===== config.mk =====
export PLATFORM = sky130hd
export DESIGN_NAME = overvoltage_fault_monitor_flat
export DESIGN_NICKNAME = d
export VERILOG_FILES = /design/src/sv/ovfm_pkg.sv /design/src/sv/ovfm_in_if.sv /design/src/sv/ovfm_out_if.sv /design/src/sv/ovfm_cfg.sv /design/src/sv/ovfm_core.sv /design/src/sv/overvoltage_fault_monitor.sv /design/src/flat_wrapper.sv
export SDC_FILE = /design/constraint.sdc
export NUM_CORES = 1
export LEC_CHECK = 0
export ABC_CLOCK_PERIOD_IN_PS = 13600
export BUFFER_PORTS_ARGS = -buffer_cell sky130_fd_sc_hd__buf_2
export CAP_MARGIN = 20
export CORE_MARGIN = 3
export CORE_UTILIZATION = 27
export CTS_CLUSTER_SIZE = 8
export DETAILED_ROUTE_END_ITERATION = 10
export MAX_ROUTING_LAYER = met4
export PLACE_DENSITY = 0.5
export RECOVER_POWER = 25
export SLEW_MARGIN = 10
export SYNTH_ARGS = -nofsm -noshare
export SYNTH_HDL_FRONTEND = slang
export SYNTH_SLANG_ARGS = --single-unit
export TNS_END_PERCENT = 10

===== constraint.sdc =====
create_clock -name clk -period 13.6 [get_ports clk]
set_input_delay 0.68 -clock clk [delete_from_list [all_inputs] [get_ports clk]]
set_output_delay 0.68 -clock clk [all_outputs]
set_load 0.02 [all_outputs]

===== src/sv/ovfm_pkg.sv =====
// -----------------------------------------------------------------------------
// ovfm_pkg
// Shared widths, register indexes and types of the overvoltage fault monitor.
// -----------------------------------------------------------------------------
package ovfm_pkg;

  localparam int SampleW = 12;
  localparam int CountW  = 16;
  localparam int CfgIdxW = 2;
  localparam int CfgDataW = 16;

  localparam logic [CountW-1:0] CountMax = {CountW{1'b1}};

  typedef logic [SampleW-1:0] sample_t;
  typedef logic [CountW-1:0]  count_t;

  // Register indexes of the configuration port
  typedef enum logic [CfgIdxW-1:0] {
    REG_TRIP_THRESH         = 2'd0,
    REG_CLEAR_THRESH        = 2'd1,
    REG_TRIP_COUNT_LIMIT    = 2'd2,
    REG_RELEASE_COUNT_LIMIT = 2'd3
  } cfg_reg_t;

  typedef struct packed {
    sample_t trip_thresh;
    sample_t clear_thresh;
    count_t  trip_count_limit;
    count_t  release_count_limit;
  } cfg_t;

  typedef struct packed {
    logic fault_latched;
    logic standby_request;
    logic fault_released;
  } result_t;

  localparam sample_t TripThreshRst   = 12'd4095;
  localparam sample_t ClearThreshRst  = 12'd4000;
  localparam count_t  TripLimitRst    = 16'd0;
  localparam count_t  ReleaseLimitRst = 16'd1000;

endpackage


===== src/sv/ovfm_in_if.sv =====
// -----------------------------------------------------------------------------
// ovfm_in_if
// Sample channel: valid/ready handshake carrying one voltage sample.
// -----------------------------------------------------------------------------
interface ovfm_in_if;
  import ovfm_pkg::*;

  logic    valid;
  logic    ready;
  sample_t voltage_sample;

  modport source (output valid, output voltage_sample, input ready);
  modport sink   (input valid, input voltage_sample, output ready);
endinterface


===== src/sv/ovfm_out_if.sv =====
// -----------------------------------------------------------------------------
// ovfm_out_if
// Result channel: valid/ready handshake carrying the fault status flags.
// -----------------------------------------------------------------------------
interface ovfm_out_if;
  import ovfm_pkg::*;

  logic valid;
  logic ready;
  logic fault_latched;
  logic standby_request;
  logic fault_released;

  modport source (output valid, output fault_latched, output standby_request,
                  output fault_released, input ready);
  modport sink   (input valid, input fault_latched, input standby_request,
                  input fault_released, output ready);
endinterface


===== src/sv/ovfm_cfg.sv =====
// -----------------------------------------------------------------------------
// ovfm_cfg
// Configuration register file: write-only levels and count limits.
// -----------------------------------------------------------------------------
module ovfm_cfg (
  input  logic                           clk,
  input  logic                           rst_n,
  input  logic                           we,
  input  logic [ovfm_pkg::CfgIdxW-1:0]   idx,
  input  logic [ovfm_pkg::CfgDataW-1:0]  wdata,
  output ovfm_pkg::cfg_t                 cfg
);
  import ovfm_pkg::*;

  cfg_t cfg_r;

  always_ff @(posedge clk) begin
    if (!rst_n) begin
      cfg_r.trip_thresh         <= TripThreshRst;
      cfg_r.clear_thresh        <= ClearThreshRst;
      cfg_r.trip_count_limit    <= TripLimitRst;
      cfg_r.release_count_limit <= ReleaseLimitRst;
    end else if (we) begin
      unique case (cfg_reg_t'(idx))
        REG_TRIP_THRESH:         cfg_r.trip_thresh         <= wdata[SampleW-1:0];
        REG_CLEAR_THRESH:        cfg_r.clear_thresh        <= wdata[SampleW-1:0];
        REG_TRIP_COUNT_LIMIT:    cfg_r.trip_count_limit    <= wdata[CountW-1:0];
        REG_RELEASE_COUNT_LIMIT: cfg_r.release_count_limit <= wdata[CountW-1:0];
        default: ;
      endcase
    end
  end

  assign cfg = cfg_r;

endmodule


===== src/sv/ovfm_core.sv =====
// -----------------------------------------------------------------------------
// ovfm_core
// Trip/release counters and fault latch; one sample is evaluated per step.
// -----------------------------------------------------------------------------
module ovfm_core (
  input  logic                clk,
  input  logic                rst_n,
  input  logic                step,
  input  ovfm_pkg::sample_t   sample,
  input  ovfm_pkg::cfg_t      cfg,
  output ovfm_pkg::result_t   res
);
  import ovfm_pkg::*;

  count_t trip_cnt_r, trip_cnt_nxt;
  count_t rel_cnt_r, rel_cnt_nxt;
  logic   fault_r, fault_nxt;

  logic [CountW:0] trip_inc;
  logic [CountW:0] trip_ceil;
  logic [CountW:0] trip_sat;
  count_t          rel_inc;
  logic            standby;
  logic            released;

  // Trip counter with hysteresis; trip comparison wins on overlapping levels
  always_comb begin
    trip_inc  = {1'b0, trip_cnt_r} + 1'b1;
    trip_ceil = {1'b0, cfg.trip_count_limit} + 1'b1;
    trip_sat  = (trip_inc > trip_ceil) ? trip_ceil : trip_inc;
    if (trip_sat[CountW]) begin
      trip_sat = {1'b0, CountMax};
    end
    priority if (sample > cfg.trip_thresh) begin
      trip_cnt_nxt = trip_sat[CountW-1:0];
    end else if (sample < cfg.clear_thresh) begin
      trip_cnt_nxt = '0;
    end else begin
      trip_cnt_nxt = trip_cnt_r;
    end
  end

  // Latch on trip, release after enough samples at zero trip count
  always_comb begin
    fault_nxt   = fault_r;
    rel_cnt_nxt = rel_cnt_r;
    standby     = 1'b0;
    released    = 1'b0;
    rel_inc     = (rel_cnt_r != CountMax) ? rel_cnt_r + 1'b1 : rel_cnt_r;
    if (!fault_r) begin
      if (trip_cnt_nxt > cfg.trip_count_limit) begin
        fault_nxt = 1'b1;
        standby   = 1'b1;
      end
    end else if (trip_cnt_nxt == '0) begin
      rel_cnt_nxt = rel_inc;
      if (rel_inc > cfg.release_count_limit) begin
        fault_nxt   = 1'b0;
        rel_cnt_nxt = '0;
        released    = 1'b1;
      end
    end
  end

  always_ff @(posedge clk) begin
    if (!rst_n) begin
      trip_cnt_r <= '0;
      rel_cnt_r  <= '0;
      fault_r    <= 1'b0;
    end else if (step) begin
      trip_cnt_r <= trip_cnt_nxt;
      rel_cnt_r  <= rel_cnt_nxt;
      fault_r    <= fault_nxt;
    end
  end

  assign res.fault_latched   = fault_nxt;
  assign res.standby_request = standby;
  assign res.fault_released  = released;

endmodule


===== src/sv/overvoltage_fault_monitor.sv =====
// -----------------------------------------------------------------------------
// overvoltage_fault_monitor
// Overvoltage protection with hysteresis, trip delay and recovery delay.
//
//   Channel   Direction  Handshake      Payload
//   in_ch     sink       valid/ready    voltage_sample[11:0]
//   out_ch    source     valid/ready    fault_latched, standby_request,
//                                       fault_released
//   cfg_*     sink       cfg_we only    cfg_index[1:0], cfg_wdata[15:0]
//
// One transaction per clock sustained while out_ch is not stalled; an accepted
// sample passes through the input register, then the result register.
// The trip/release counters and fault latch update in the result stage.
// A stall on out_ch holds both stages; in_ch.ready drops only when the
// input register is full and the result register cannot advance.
// Reset (rst_n low, synchronous) empties both stages, clears the counters
// and fault latch and loads the configuration reset values.
// -----------------------------------------------------------------------------
module overvoltage_fault_monitor (
  input  logic                           clk,
  input  logic                           rst_n,
  ovfm_in_if.sink                        in_ch,
  ovfm_out_if.source                     out_ch,
  input  logic                           cfg_we,
  input  logic [ovfm_pkg::CfgIdxW-1:0]   cfg_index,
  input  logic [ovfm_pkg::CfgDataW-1:0]  cfg_wdata
);
  import ovfm_pkg::*;

  cfg_t    cfg;
  result_t res;

  // Input stage
  logic    s1_valid_r;
  sample_t s1_sample_r;

  // Result stage
  logic    out_valid_r;
  result_t out_res_r;

  logic adv;    // result register can take a new value
  logic step;   // input-stage sample moves into the result stage
  logic in_acc;

  assign adv    = !out_valid_r || out_ch.ready;
  assign step   = adv && s1_valid_r;
  assign in_ch.ready = !s1_valid_r || adv;
  assign in_acc = in_ch.valid && in_ch.ready;

  ovfm_cfg u_cfg (
    .clk   (clk),
    .rst_n (rst_n),
    .we    (cfg_we),
    .idx   (cfg_index),
    .wdata (cfg_wdata),
    .cfg   (cfg)
  );

  ovfm_core u_core (
    .clk    (clk),
    .rst_n  (rst_n),
    .step   (step),
    .sample (s1_sample_r),
    .cfg    (cfg),
    .res    (res)
  );

  // Capture the sample; the slot refills in the same cycle it drains
  always_ff @(posedge clk) begin
    if (!rst_n) begin
      s1_valid_r <= 1'b0;
    end else if (in_ch.ready) begin
      s1_valid_r <= in_ch.valid;
    end
  end

  always_ff @(posedge clk) begin
    if (in_acc) begin
      s1_sample_r <= in_ch.voltage_sample;
    end
  end

  // Result register: advance when empty or being taken
  always_ff @(posedge clk) begin
    if (!rst_n) begin
      out_valid_r <= 1'b0;
    end else if (adv) begin
      out_valid_r <= s1_valid_r;
    end
  end

  always_ff @(posedge clk) begin
    if (step) begin
      out_res_r <= res;
    end
  end

  assign out_ch.valid           = out_valid_r;
  assign out_ch.fault_latched   = out_res_r.fault_latched;
  assign out_ch.standby_request = out_res_r.standby_request;
  assign out_ch.fault_released  = out_res_r.fault_released;

  // A latching result always reports the fault as set
  a_standby_sets_fault: assert property (@(posedge clk) disable iff (!rst_n)
    out_valid_r && out_res_r.standby_request |-> out_res_r.fault_latched)
    else $error("standby request without latched fault");

  // A releasing result always reports the fault as clear
  a_release_clears_fault: assert property (@(posedge clk) disable iff (!rst_n)
    out_valid_r && out_res_r.fault_released |-> !out_res_r.fault_latched)
    else $error("fault released but still latched");

  // A stalled result must hold, and the core must not step under it
  a_stall_holds: assert property (@(posedge clk) disable iff (!rst_n)
    out_valid_r && !out_ch.ready |=> out_valid_r && $stable(out_res_r))
    else $error("result changed while stalled");

  // A stepped input-stage sample always produces a result in the next cycle
  a_step_fills_out: assert property (@(posedge clk) disable iff (!rst_n)
    step |=> out_valid_r)
    else $error("stepped sample did not reach the result register");

endmodule

===== src/flat_wrapper.sv =====
// flat-port wrapper written by rule: the top's interface ports become plain ports
module overvoltage_fault_monitor_flat import ovfm_pkg::*;
  (clk, rst_n, cfg_we, cfg_index, cfg_wdata, in_ch_valid, in_ch_voltage_sample, in_ch_ready, out_ch_valid, out_ch_fault_latched, out_ch_standby_request, out_ch_fault_released, out_ch_ready);
  ovfm_in_if in_ch_i ();
  ovfm_out_if out_ch_i ();
  input  logic clk;
  input  logic rst_n;
  input  logic cfg_we;
  input  logic [ovfm_pkg::CfgIdxW-1:0] cfg_index;
  input  logic [ovfm_pkg::CfgDataW-1:0] cfg_wdata;
  input wire logic [$bits(in_ch_i.valid)-1:0] in_ch_valid;
  input wire logic [$bits(in_ch_i.voltage_sample)-1:0] in_ch_voltage_sample;
  output wire logic [$bits(in_ch_i.ready)-1:0] in_ch_ready;
  output wire logic [$bits(out_ch_i.valid)-1:0] out_ch_valid;
  output wire logic [$bits(out_ch_i.fault_latched)-1:0] out_ch_fault_latched;
  output wire logic [$bits(out_ch_i.standby_request)-1:0] out_ch_standby_request;
  output wire logic [$bits(out_ch_i.fault_released)-1:0] out_ch_fault_released;
  input wire logic [$bits(out_ch_i.ready)-1:0] out_ch_ready;
  assign in_ch_i.valid = in_ch_valid;
  assign in_ch_i.voltage_sample = in_ch_voltage_sample;
  assign in_ch_ready = in_ch_i.ready;
  assign out_ch_valid = out_ch_i.valid;
  assign out_ch_fault_latched = out_ch_i.fault_latched;
  assign out_ch_standby_request = out_ch_i.standby_request;
  assign out_ch_fault_released = out_ch_i.fault_released;
  assign out_ch_i.ready = out_ch_ready;
  overvoltage_fault_monitor u_core (.clk(clk), .rst_n(rst_n), .in_ch(in_ch_i), .out_ch(out_ch_i), .cfg_we(cfg_we), .cfg_index(cfg_index), .cfg_wdata(cfg_wdata));
endmodule

==> results.json, run 1 <==
{
  "cts_buffers": 9,
  "hp-class": "reg -> reg",
  "rsz0062_at_grt": "no",
  "cp_common_cell": "o21a_1",
  "grt_pass1_vias": 6129,
  "synth_edf_count": 15,
  "cts_tree": "yes",
  "critPathMaxFanout": 13,
  "cts_root_buf": "clkbuf_16",
  "syn_area_um2": 7320,
  "grtUsageTotal": 0.152,
  "place.port_buffers": 39,
  "tightest_slew_ps": 2420,
  "yosysWarnings": 0,
  "first_pass_iters": 5,
  "post-place-cells": 1258,
  "drc_errors": 0,
  "syn_inst": 924,
  "cts_setup_buffers": 0,
  "die_area_um2": 29100,
  "yosysSeqAreaShare": 0.310,
  "critPathSlowestCell": "a211oi_1",
  "synth_mux_area_frac": 0.0270,
  "synthSimpleGateAreaFrac": 0.239,
  "violations": "max-capacitance violations, max-slew violations",
  "clock-sinks": 106,
  "synth_xor_area_frac": 0.0479,
  "slowest_delay_ps": 970,
  "ios": 40,
  "synthAdderAreaFrac": 0.128,
  "startpoint_type": "flip-flop",
  "cts_buffer_depth": 2,
  "nFillCells": 2784,
  "area_delta_synth_final_pct": 11.3,
  "synth_compound_area_frac": 0.184,
  "max-vdd-ir-drop_mv": 0.0656,
  "multi_input_area_um2": 4600,
  "ctsResizeCount": 0,
  "cp_top_family": "compound AO/OA/AOI/OAI gates",
  "fin_ws_ps": 7260,
  "finalSetupViolCount": 0,
  "post_drt_via_cell_ratio": 5.12,
  "holdWs_ps": 456,
  "status": "finished with violations",
  "hold_viol": 0,
  "hpwl_um": 15900,
  "clkTransAtPathRegs_ps": 90,
  "h-tree-depth": 3,
  "wl_per_cell_um": 16.4,
  "path_cells": "ha_1 -> nand4_1 -> nor4_1 -> nand3_1 -> inv_1 -> ha_1 -> nand4_1 -> nor2_1 -> a22oi_1 -> nand3_1 -> a211oi_1 -> a21oi_1 -> ha_1 -> nor2b_1 -> o21a_1 -> o21a_1 -> o21a_1 -> o21a_1 -> o21a_1 -> o21ai_0 -> a211o_1 -> a21oi_1",
  "clkLatencyLatePin_ps": 370,
  "p_total_mw": 0.788,
  "end_kind": "flip-flop",
  "skew_ps": 12.1,
  "place_ws_ps": 7420,
  "crit_path_start": "u_core.u_core.trip_cnt_r[0]",
  "place.gp.congestion": 0.881,
  "final_cells": 1275,
  "crit-reg2reg-launch": "u_core.u_core.trip_cnt_r[0]",
  "cp.required_ps": 13710,
  "register_area_um2": 2270,
  "drive_gt1_frac": 0.0926,
  "fin_crit_ps": 6340,
  "endpoint": "u_core.out_ch.fault_latched",
  "cap_viol_max_count": 1,
  "synthFlopType": "dfxtp_1",
  "dieWidth_um": 171,
  "drv_slew": 54,
  "fp.coreArea_um2": 26400,
  "drt_iter0_drc": 462,
  "finalSetupTns_ps": 0,
  "async_flop_share": 0,
  "ctsHoldBuffers": 0,
  "fmax_mhz": 158,
  "powerDensity_nw_per_um2": 96.7,
  "dieHeight_um": 171,
  "rr_worst_depth": 22,
  "grt_max_degree": 56,
  "grt_pass1_wl_um": 33900,
  "synth_top_family_by_area": "simple AND/OR/NAND/NOR gates",
  "nets": 1045,
  "timing.final.crit_share": 0.466,
  "syn_nets": 1034,
  "path_buf_inv": 1,
  "r2r-end": "u_core.out_ch.fault_latched",
  "crit_type": "reg -> reg",
  "overflow": 0,
  "relSlewSlack": -0.616,
  "crit_cells": 22,
  "p_leak_nw": 3.24,
  "synth_seq_cells": 106,
  "avgSynthCellArea_um2": 7.92,
  "rows": 59,
  "rrSetupSlack_ps": 7260,
  "via_count": 6525,
  "ys_types": 71,
  "antenna_found_initial": 0,
  "ant_nets": 0,
  "postRouteWirelength_um": 20900,
  "start_util": 0.278,
  "insertedDiodeCount": 0,
  "arrival_ps": 6450
}
## where the power goes
part	internal, mW	switching (mW)
Sequential	0.331	0.0108
Combinational	0.0623	0.104
Clock	0.134	0.145
Total	0.527	0.261
## cell families (layout without fill, tap and decap cells)
kind of cell | count (synthesis) | after routing
compound gates | 204 | 204
mux | 19 | 19
fa+ha+maj | 75 | 75
flops | 106 | 106
buf+inv | 119 | 135
simple gates | 361 | 361
xor+xnor | 40 | 40
## worst min-delay path by stage
stage	from	end	slack [ps]	cells after the start
detailed placement	u_core.u_cfg.cfg[34]	u_core.u_cfg.cfg[34]	450	2
global route	in_ch_voltage_sample[1]	u_core.s1_sample_r[1]	470	1
finish	u_core.u_cfg.cfg[34]	u_core.u_cfg.cfg[34]	460	2
global placement	u_core.u_cfg.cfg[2]	u_core.u_cfg.cfg[2]	440	2
floorplan	u_core.u_cfg.cfg[32]	u_core.u_cfg.cfg[32]	430	2
CTS	u_core.u_cfg.cfg[12]	u_core.u_cfg.cfg[12]	460	2
## registers in the layout, indices dropped and copies added (netlist names)
name / cells
u_core.out_ch.fault_released: 1
u_core.out_ch.standby_request: 1
u_core.u_core.fault_r: 1
u_core.out_ch.fault_latched: 1
u_core.u_core.trip_cnt_r: 16
u_core.u_core.rel_cnt_r: 16
u_core.u_cfg.cfg: 56
u_core.out_ch.valid: 1
u_core.s1_sample_r: 12
u_core.s1_valid_r: 1
## metrics by stage
| step | util | cell area (um2) |
|---|---|---|
| global route | 0.309 | 8150 |
| detailed placement | 0.296 | 7810 |
| finish | 0.309 | 8150 |
| global placement | 0.296 | 7800 |
| floorplan | - | 7320 |
| CTS | 0.308 | 8130 |
## placed cells by master, fill, tap and decap left out, types with 6 or more instances in the layout
master and n:
buf_2 38, nand4_1 26, a21oi_1 80, nor4_1 8, o21ai_0 16, xnor2_1 32
o2bb2ai_1 7, inv_1 68, nor2b_1 6, nor3_1 26, ha_1 75, xor2_1 8
o211ai_1 26, nor2_1 52, nand2_1 165, buf_4 7, a21o_1 14, o21a_1 11
edfxtp_1 15, clkbuf_16 9, mux2i_1 16, a211oi_1 12, dfxtp_1 91, nand3_1 35
## per-layer routing
metal / track usage / part of all wire / up-vias
met5: - / 0 / -
met1: 0.214 / 0.50 / 3075
li1: - / - / 3291
met2: 0.226 / 0.45 / 132
met4: 0.0423 / 0.017 / 0
met3: 0.0226 / 0.038 / 27
## cell usage after synthesis, types with 15 or more instances
library cell  instances  share of area
a21oi_1              80          0.055
nor3_1               26          0.018
mux2i_1              16          0.022
ha_1                 75           0.13
nor2_1               52          0.027
xnor2_1              32          0.038
nand2_1             165          0.085
nand4_1              26          0.022
inv_1                68          0.035
o211ai_1             26          0.027
edfxtp_1             15          0.062
dfxtp_1              91           0.25
o21ai_0              16          0.011
nand3_1              35          0.024
clkbuf_1             39          0.020
## layout make-up
type                       count  share of cell area
sequential                   106               0.279
clock inverter                 7              0.0109
timing repair buffer          48              0.0341
clock buffer                   9              0.0276
inverter                      71              0.0327
tap                          335              0.0515
multi-input combinational    699               0.564
## tightest hold or removal path, delay by kind of cell, from the launching register on
kind | cells | cell delay [ps]
and+or+nand+nor | 1 | 50
DFF | 1 | 320
AOI/OAI and AO/OA | 1 | 50
Note: power is estimated with default switching activity, not from simulation.
==> run 2, diff against run 1 <==
--- a/config.mk
+++ b/config.mk
@@ -5,7 +5,7 @@
 export SDC_FILE = /design/constraint.sdc
 export NUM_CORES = 1
 export LEC_CHECK = 0
-export ABC_CLOCK_PERIOD_IN_PS = 13600
+export ABC_CLOCK_PERIOD_IN_PS = 6300
 export BUFFER_PORTS_ARGS = -buffer_cell sky130_fd_sc_hd__buf_2
 export CAP_MARGIN = 20
 export CORE_MARGIN = 3
==> constraint.sdc (replaced) <==
create_clock -name clk -period 6.3 [get_ports clk]
set_input_delay 0.315 -clock clk [delete_from_list [all_inputs] [get_ports clk]]
set_output_delay 0.315 -clock clk [all_outputs]
set_load 0.02 [all_outputs]
==> run 2 against run 1 <==
The flow still finishes with violations (max-capacitance violations, max-slew violations). Die area unchanged. Maximum frequency increased by 7.9%. Count of clock-buffer cells in the layout unchanged. Non-clock buffer count increased by 7.
==> results.json, run 2 (same netlist as run 1, synthesis figures left out) <==
{
  "ant_nets": 0,
  "fmax_mhz": 170,
  "arrival_ps": 5980,
  "fin_ws_ps": 421,
  "fp.coreArea_um2": 26400,
  "cap_viol_max_count": 1,
  "powerDensity_nw_per_um2": 208,
  "holdWs_ps": 114,
  "hpwl_um": 16000,
  "rr_worst_depth": 23,
  "dieHeight_um": 171,
  "layout_common_cells": "nand2_1 (165), dfxtp_1 (91), a21oi_1 (80)",
  "skew_ps": 11.7,
  "hold_viol": 0,
  "finalSetupViolCount": 0,
  "critPathMaxFanout": 12,
  "cts_buffers": 9,
  "h-tree-depth": 3,
  "grt_pass1_wl_um": 33900,
  "hold_start": "in_ch_voltage_sample[2]",
  "grt_pass1_vias": 6155,
  "dieWidth_um": 171,
  "area_delta_synth_final_pct": 12.0,
  "grt_max_degree": 56,
  "die_area_um2": 29100,
  "r2r-end": "u_core.out_ch.fault_latched",
  "ctsResizeCount": 0,
  "clkLatencyLatePin_ps": 370,
  "p_leak_nw": 3.28,
  "finalSetupTns_ps": 0,
  "antenna_found_initial": 1,
  "relSlewSlack": -0.639,
  "place_area_um2": 7860,
  "clkTransAtPathRegs_ps": 90,
  "wl_per_cell_um": 16.4,
  "nets": 1052,
  "ios": 40,
  "start_util": 0.278,
  "crit-reg2reg-launch": "u_core.u_core.trip_cnt_r[0]",
  "grtUsageTotal": 0.152,
  "place_ws_ps": 554,
  "fin_crit_ps": 5880,
  "postRouteWirelength_um": 21000,
  "final_common_cell": "nand2_1",
  "hold_end": "u_core.s1_sample_r[2]",
  "end_kind": "flip-flop",
  "nFillCells": 2801,
  "timing.final.crit_share": 0.933,
  "register_area_um2": 2270,
  "clock-sinks": 106,
  "ctsHoldBuffers": 0,
  "drive_gt1_frac": 0.0982,
  "min_path_cells": 1,
  "first_pass_iters": 5,
  "rrSetupSlack_ps": 420,
  "overflow": 0,
  "rsz0062_at_grt": "no",
  "drt_iter0_drc": 422,
  "violations": "max-capacitance violations, max-slew violations",
  "status": "finished with violations",
  "multi_input_area_um2": 4600,
  "via_count": 6624,
  "place.gp.congestion": 0.925,
  "drv_slew": 54,
  "rows": 59,
  "crit_type": "reg -> reg",
  "drc_errors": 0,
  "largest_reg_flops": 56,
  "hp-class": "in -> reg",
  "startpoint_type": "flip-flop",
  "tightest_slew_ps": 2460,
  "cts_setup_buffers": 0,
  "cp.required_ps": 6400,
  "cts_buffer_depth": 2,
  "place.port_buffers": 39,
  "cts_tree": "yes",
  "post_drt_via_cell_ratio": 5.16,
  "final_area_um2": 8200,
  "cts_root_buf": "clkbuf_16",
  "max-vdd-ir-drop_mv": 0.130
}
-- run 2: worst max-delay path: stages (launching register included) --
cell     delay [ps]
dfxtp_1         550
ha_1            310
nand4_1         140
nor4_1          520
nand3_1         230
inv_1           220
ha_1            290
nand4_1         190
nor4_2           90
and2_1          280
a31oi_1         770
nor2_1           90
a211o_1         260
a22oi_1         220
ha_1            200
nor2b_1          40
o21a_1          160
o21a_1          160
o21a_1          160
o21a_1          160
o21a_1          150
o21ai_0         150
a211o_1         200
a21oi_1          80
-- run 2: worst max path at each step --
stage,startpoint,end,slack (ps)
global placement,u_core.u_cfg.cfg[22],u_core.out_ch.fault_latched,610
global route,u_core.u_cfg.cfg[22],u_core.out_ch.fault_latched,40
CTS,u_core.u_core.trip_cnt_r[0],u_core.out_ch.fault_latched,520
floorplan,u_core.u_cfg.cfg[16],u_core.out_ch.fault_latched,1270
finish,u_core.u_core.trip_cnt_r[0],u_core.out_ch.fault_latched,420
detailed placement,u_core.u_core.trip_cnt_r[0],u_core.out_ch.fault_latched,550
-- run 2: layer usage --
metal	share of wire	global-route usage
met1	0.49	0.212
met2	0.43	0.225
met3	0.050	0.0185
met4	0.029	0.0554
met5	0	-
-- run 2: power breakdown --
part	switching, mW	leakage, nW	internal (mW)
Sequential	0.0228	0.887	0.715
Clock	0.307	0.153	0.288
Combinational	0.225	2.24	0.144
-- run 2: final cells by class --
| class | instances | area share |
|---|---|---|
| Antenna cell | 1 | 0.000305 |
| Clock buffer | 9 | 0.0275 |
| Clock inverter | 7 | 0.0105 |
| Inverter | 71 | 0.0325 |
| Multi-Input combinational cell | 699 | 0.561 |
| Sequential cell | 106 | 0.277 |
| Tap cell | 335 | 0.0511 |
| Timing Repair Buffer | 55 | 0.0401 |
-- run 2: per-stage QoR --
step	instances	power [mW]	utilization
after floorplan	924	1.01	-
after detailed placement	1264	1.12	0.298
after global routing	1283	1.79	0.311
after CTS	1280	1.72	0.310
final	1283	1.70	0.311
after global placement	1263	1.12	0.298
